==> src/design/rvm_pkg.sv <==
package rvm_pkg;

   localparam int REG_COUNT  = 16;
   localparam int MEM_WORDS  = 1024;
   localparam int STACK_STEP = 1;
   localparam int CODE_STEP  = 1;
   localparam int REG_AW     = $clog2(REG_COUNT);
   localparam int MEM_AW     = $clog2(MEM_WORDS);
   localparam int WORD_W     = 32;
   localparam int IP_W       = 16;

   typedef enum logic [4:0] {
      OP_RET    = 5'd0,
      OP_CALL   = 5'd1,
      OP_JMP    = 5'd2,
      OP_LOADI  = 5'd3,
      OP_LOAD   = 5'd4,
      OP_LOADB  = 5'd5,
      OP_STORE  = 5'd6,
      OP_STOREB = 5'd7,
      OP_POP    = 5'd8,
      OP_PUSH   = 5'd9,
      OP_JT     = 5'd10,
      OP_JF     = 5'd11,
      OP_ADD    = 5'd12,
      OP_SUB    = 5'd13,
      OP_MUL    = 5'd14,
      OP_DIV    = 5'd15,
      OP_MOV    = 5'd16,
      OP_NOT    = 5'd17,
      OP_EQ     = 5'd18,
      OP_LT     = 5'd19,
      OP_LE     = 5'd20
   } op_type;

   // Commands from the controller to the datapath.
   typedef struct packed {
      logic capture;     // latch the request and read the operands
      logic mem_issue;   // start the memory access (read or write)
      logic div_start;   // start the iterative divider
      logic mul_start;   // start the multiplier
      logic commit;      // update architectural state and output register
   } cmd_type;

   // Status from the datapath to the controller.
   typedef struct packed {
      logic div_done;
      logic mul_done;
   } stat_type;

endpackage

==> src/design/rvm_ctrl.sv <==
module rvm_ctrl (
   input  logic             clock,
   input  logic             reset,
   input  logic             req_valid,
   output logic             req_ready,
   output logic             rsp_valid,
   input  logic             rsp_ready,
   input  logic [4:0]       req_action,
   output rvm_pkg::cmd_type cmd,
   input  rvm_pkg::stat_type stat
);
   import rvm_pkg::*;

   typedef enum logic [2:0] {
      S_IDLE, S_READ, S_MEM, S_DIV, S_MUL, S_DONE
   } state_type;

   state_type state_ff, state_in;
   logic      rsp_valid_ff, rsp_valid_in;
   op_type    op_ff, op_in;
   logic      accept;

   // A new request enters only when no instruction is in flight and the output
   // register is free or being emptied in this cycle.
   assign req_ready = (state_ff == S_IDLE) && (!rsp_valid_ff || rsp_ready);
   assign accept    = req_valid && req_ready;
   assign rsp_valid = rsp_valid_ff;

   always_comb begin
      state_in     = state_ff;
      rsp_valid_in = rsp_valid_ff;
      op_in        = op_ff;
      cmd          = '0;
      if (rsp_valid_ff && rsp_ready) begin
         rsp_valid_in = 1'b0;
      end
      case (state_ff)
         S_IDLE: begin
            if (accept) begin
               cmd.capture = 1'b1;
               op_in       = op_type'(req_action);
               state_in    = S_READ;
            end
         end
         S_READ: begin
            case (op_ff)
               OP_RET, OP_CALL, OP_LOAD, OP_LOADB, OP_STORE, OP_STOREB,
               OP_POP, OP_PUSH: begin
                  cmd.mem_issue = 1'b1;
                  state_in      = S_MEM;
               end
               OP_DIV: begin
                  cmd.div_start = 1'b1;
                  state_in      = S_DIV;
               end
               OP_MUL: begin
                  cmd.mul_start = 1'b1;
                  state_in      = S_MUL;
               end
               default: state_in = S_DONE;
            endcase
         end
         S_MEM: state_in = S_DONE;
         S_DIV: if (stat.div_done) state_in = S_DONE;
         S_MUL: if (stat.mul_done) state_in = S_DONE;
         S_DONE: begin
            cmd.commit   = 1'b1;
            rsp_valid_in = 1'b1;
            state_in     = S_IDLE;
         end
         default: state_in = S_IDLE;
      endcase
   end

   always_ff @(posedge clock) begin
      if (reset) begin
         state_ff     <= S_IDLE;
         rsp_valid_ff <= 1'b0;
         op_ff        <= OP_RET;
      end else begin
         state_ff     <= state_in;
         rsp_valid_ff <= rsp_valid_in;
         op_ff        <= op_in;
      end
   end

   a_one_cmd: assert property (@(posedge clock) disable iff (reset)
      $onehot0({cmd.capture, cmd.mem_issue, cmd.div_start, cmd.mul_start, cmd.commit}))
      else $error("controller issued two commands at once");
   a_commit_valid: assert property (@(posedge clock) disable iff (reset)
      cmd.commit |=> rsp_valid)
      else $error("commit did not raise the response");
   a_no_accept_busy: assert property (@(posedge clock) disable iff (reset)
      (state_ff != S_IDLE) |-> !req_ready)
      else $error("request accepted while busy");
   a_commit_free: assert property (@(posedge clock) disable iff (reset)
      cmd.commit |-> !rsp_valid_ff || rsp_ready)
      else $error("commit would overwrite a pending response");
endmodule

==> config.mk <==
export PLATFORM = sky130hd
export DESIGN_NAME = rvm_ctrl
export DESIGN_NICKNAME = d
export VERILOG_FILES = /design/src/design/rvm_pkg.sv /design/src/design/rvm_ctrl.sv
export SDC_FILE = /design/constraint.sdc
export NUM_CORES = 1
export LEC_CHECK = 0
export BUFFER_PORTS_ARGS = -buffer_cell sky130_fd_sc_hd__buf_4
export CORE_MARGIN = 2
export CORE_UTILIZATION = 35
export CTS_CLUSTER_SIZE = 40
export DETAILED_ROUTE_END_ITERATION = 10
export MAX_ROUTING_LAYER = met4
export PLACE_DENSITY = 0.67
export SLEW_MARGIN = 20
export SYNTH_ARGS = -nofsm -noshare
export SYNTH_HDL_FRONTEND = slang
export SYNTH_SLANG_ARGS = --single-unit
==> constraint.sdc <==
create_clock -name clock -period 1.35 [get_ports clock]
set_input_delay 0.135 -clock clock [delete_from_list [all_inputs] [get_ports clock]]
set_output_delay 0.135 -clock clock [all_outputs]
set_load 0.005 [all_outputs]
# ---- Word-level counts from Yosys, hierarchy flattened
# Index checks and enable logic that the tools add are counted.
dict set report op_classes {
  mul 0
  eq_ne 17
  bitwise_logic 0
  order_cmp 0
  n_shift 0
  div_mod_pow 0
  addsub 0
  mux 14
  reduce_logical 11
}
# cell count
set ops {}
lappend ops {{$eq 5x3->1 const B} 4}
lappend ops {{$eq 5x4->1 const B} 4}
lappend ops {{$pmux 3 s5} 1}
lappend ops {{$mux 3} 4}
lappend ops {{$pmux 3 s3} 1}
lappend ops {{$mux 1} 8}
lappend ops {{$reduce_or 8->1} 1}
lappend ops {{$eq 3x2->1 const B} 2}
lappend ops {{$eq 3x3->1 const B} 2}
lappend ops {{$ne 2x2->1 const B} 3}
lappend ops {{$eq 5x1->1 const B} 1}
lappend ops {{$logic_not 5->1} 1}
lappend ops {{$eq 3x1->1 const B} 1}
lappend ops {{$logic_and 1x1->1} 3}
lappend ops {{$logic_not 3->1} 1}
lappend ops {{$reduce_and 3->1} 1}
lappend ops {{$reduce_and 2->1} 1}
lappend ops {{$reduce_bool 2->1} 1}
lappend ops {{$logic_not 1->1} 1}
lappend ops {{$logic_or 1x1->1} 1}
dict set report word_totals {
  elab_cells 45
  in_bits 11
  ramBits 0
  latchBits 0
  n_memories 0
  romBits 0
  register_bits 9
  out_inout_bits 7
}

# ---- Logic depth before layout (Yosys ltp)
dict set report logic_depth {
  depth_word 6
  ltp_mapped 4
  ltp_nobuf 3
}

# ---- Least setup slack after synthesis
# No wires, ideal clock.
dict set report synth_path {
  path_kind {reg2out}
  from {reg state_ff[0]}
  to {out cmd[2] in the netlist's numbering}
  n_path_buf 0
  slack_ns 0.086
  required_ns 1.215
  arrival_time_ns 1.129
  stages_incl_launch_ff 3
  cell_sequence {dfxtp_1 -> or3b_1 -> nor4b_1}
}
# item line_no
set synth_lines {}
lappend synth_lines {{from (decl)} rvm_ctrl.sv:18} ;# state_type state_ff, state_in;
lappend synth_lines {{from (signal assigned)} rvm_ctrl.sv:81} ;# state_ff <= state_in;
lappend synth_lines {{to (decl)} rvm_ctrl.sv:9} ;# output rvm_pkg::cmd_type cmd,

==> run_results.csv <==
group,metric,value,unit
critical_path,critPathMaxFanout,4,
synth,yosysWarnings,0,
global_route,grt_pass1_vias,455,
status,status,"complete, but fails checks",
global_route,grt_pass1_wl,1930,um
sta,clock_skew,0.00229,ns
global_route,antenna_found_initial,0,
critical_path,ff2ff_path_depth,5,
routing,wl,1140,um
sta,fin_crit,1.56,ns
layout,drive_above_1_share,0.476,
synth,synthCells,59,
critical_path,slowest_stage,"or3b_4",
hold_path,hold-path-endpoint,"op_ff[4]",
sta,fin_ws,-0.215,ns
routing,first_pass_iters,4,
die,placementRows,14,
die,coreArea,1470,um^2
synth,yosysSeqAreaShare,0.335,
place,place_hpwl,867,um
die,start_util,0.366,
global_route,grt_max_degree,17,
sta,tightest_slew,0.308,ns
cts,clock_path_buffers,2,
routing,wire_per_inst,11.4,um
global_route,overflow,0,
cts,cts_buffers,3,
layout,n_antenna_cell,0,
critical_path,critical_path_arrival,1.43,ns
routing,vias,515,
power,finalPower,1.35,mW
place,gp_routability_congestion,0.728,
critical_path,slowest_delay,0.43,ns
synth,synth_fp_nets,70,
hold_path,hp-start,"req_action[4]",
die,die_y,43.2,um
layout,final_cell_mix,"buf_4 (20), nand2b_1 (12), dfxtp_1 (6)",
critical_path,worstSetupEndpointType,"output pin",
synth,ys_seq_elements,9,
cts,cts.clk_slew.worst_paths,0.07,ns
power,p_leak,0.343,nW
routing,drtIter0Drc,2,
layout,areaGrowthSynthToFinish,54.4,%
hold_path,worstHoldPathCells,3,
critical_path,r2r-start,"state_ff[0]",
critical_path,r2r_slack,0.05,ns
cts,cts_sinks,9,
cts,tritoncts,"yes",
global_route,grt_usage,0.146,
sta,timing.fmax,639,MHz
layout,fin_nets,96,
routing,drc,0,
critical_path,cp_cell_sequence,"or3b_4 > nor4_4 > buf_4",
synth,syn_area,538,um^2
sta,hold_viol_final,0,
flow_run,maxCapViolations,0,
layout,layout_commonest_cell,"buf_4",
sta,slew_headroom,0.789,
sta,grt_setup_unrepaired,"yes",
cts,clk_latency,0.26,ns
cts,h-tree-depth,1,
power,ir_worst_vdd,0.000777,V
critical_path,required,1.22,ns
routing,via_per_inst,5.15,
power,powerDensity,1620,nW/um^2
sta,fin_crit_sh,1.16,
die,ioPinCount,18,
sta,setup_viol,4,
sta,slew_violations,0,
die,die_area,1870,um^2
hold_path,hp-class,"in2reg",
synth,synth.distinct_cells,26,
place,place_ws,0.0115,ns
critical_path,path_class,"reg2out",
die,die_w,43.2,um
status,violations,"setup timing",
cts,hold_buffers,0,
synth,avgSynthCellArea,9.12,um^2
critical_path,start_kind,"flop",
critical_path,reg2reg_to,"op_ff[2]",
place,io_buffers,17,
cts,clockRootBuffer,"clkbuf_4",
routing,postRouteAntennaNets,0,
[critical path: cells and delay by family, from the launching register on]
kind	cells	cell delay [ns]
buffers and inverters	1	0.15
DFF	1	0.32
and+or+nand+nor	2	0.69
[power by group]
part           internal [mW]  switching (mW)  total, mW
Sequential             0.345          0.0604      0.405
Clock                  0.109           0.101      0.210
Combinational          0.451           0.283      0.733
Total                  0.905           0.444       1.35
[cell families (layout without fill, tap and decap cells)]
logic type / count (synthesis) / in the layout / share of synthesized area
simple gates: 35 / 35 / 0.447
flops: 9 / 9 / 0.335
mux: 5 / 5 / 0.0930
buf+inv: 3 / 28 / 0.0302
compound gates: 7 / 7 / 0.0954
[metrics by stage]
step	utilization	instances	hold WS (ns)	area (um^2)	TNS (ns)
finish	0.565	100	0.133	831	-0.679
global placement	0.489	94	0.403	719	0
floorplan	-	59	0.290	538	0
CTS	0.548	100	0.124	806	-0.784
detailed placement	0.489	94	0.415	719	0
global route	0.565	100	0.121	831	-0.994
[area by class of cell]
type                            count  area [um^2]
Fill cell                         147          641
Multi-Input combinational cell     47          392
Timing Repair Buffer               24          208
Sequential cell                     9          184
Clock buffer                        3         22.5
Tap cell                           16         20.0
Clock inverter                      1         5.00
[registers in the layout, indices dropped and copies added (netlist names)]
| register | cells |
|---|---|
| op_ff | 5 |
| state_ff | 3 |
| rsp_valid | 1 |
[layer usage]
layer / wire length (um) / part of all wire / GRT usage
met1: 489 / 0.43 / 0.152
met2: 565 / 0.50 / 0.230
met3: 68 / 0.060 / 0.0809
met4: 14 / 0.012 / 0.0545
met5: 0 / 0 / -
[timing repair]
item,in CTS,in global routing
buffers inserted,2,0
endpoints found under the setup margin,4,10
pin swaps,2,2
cloned,0,0
gates resized for setup,11,6
[how the worst max path moves through the flow]
stage                start     end  slack [ns]
2_1_floorplan  state_ff[0]  cmd[2]        0.09
3_3_place_gp   state_ff[0]  cmd[2]        0.04
3_5_place_dp   state_ff[0]  cmd[3]        0.01
4_1_cts           op_ff[4]  cmd[2]       -0.23
5_1_grt           op_ff[4]  cmd[1]       -0.28
6_report          op_ff[4]  cmd[3]       -0.21
[synth_stat cells]
master / instances / share of area
nor2_1: 3 / 0.021
a221oi_1: 1 / 0.016
or2_4: 1 / 0.016
a211oi_1: 2 / 0.028
buf_2: 1 / 0.0093
nand2b_1: 12 / 0.14
nor4_1: 2 / 0.023
nand3b_1: 1 / 0.014
nand2_1: 2 / 0.014
or3b_1: 1 / 0.016
nand4b_1: 1 / 0.016
nor2b_1: 2 / 0.023
a211o_1: 1 / 0.016
and2_1: 1 / 0.012
buf_4: 1 / 0.014
o21ai_0: 2 / 0.019
nor4bb_1: 1 / 0.019
nor3b_4: 1 / 0.035
a2111oi_0: 1 / 0.016
clkbuf_1: 1 / 0.0070
nor3_1: 2 / 0.019
nor4b_1: 3 / 0.049
and3b_1: 1 / 0.016
dfxtp_1: 9 / 0.33
mux2i_1: 5 / 0.093
and2b_1: 1 / 0.014
Power figures use the tool's default switching activity.
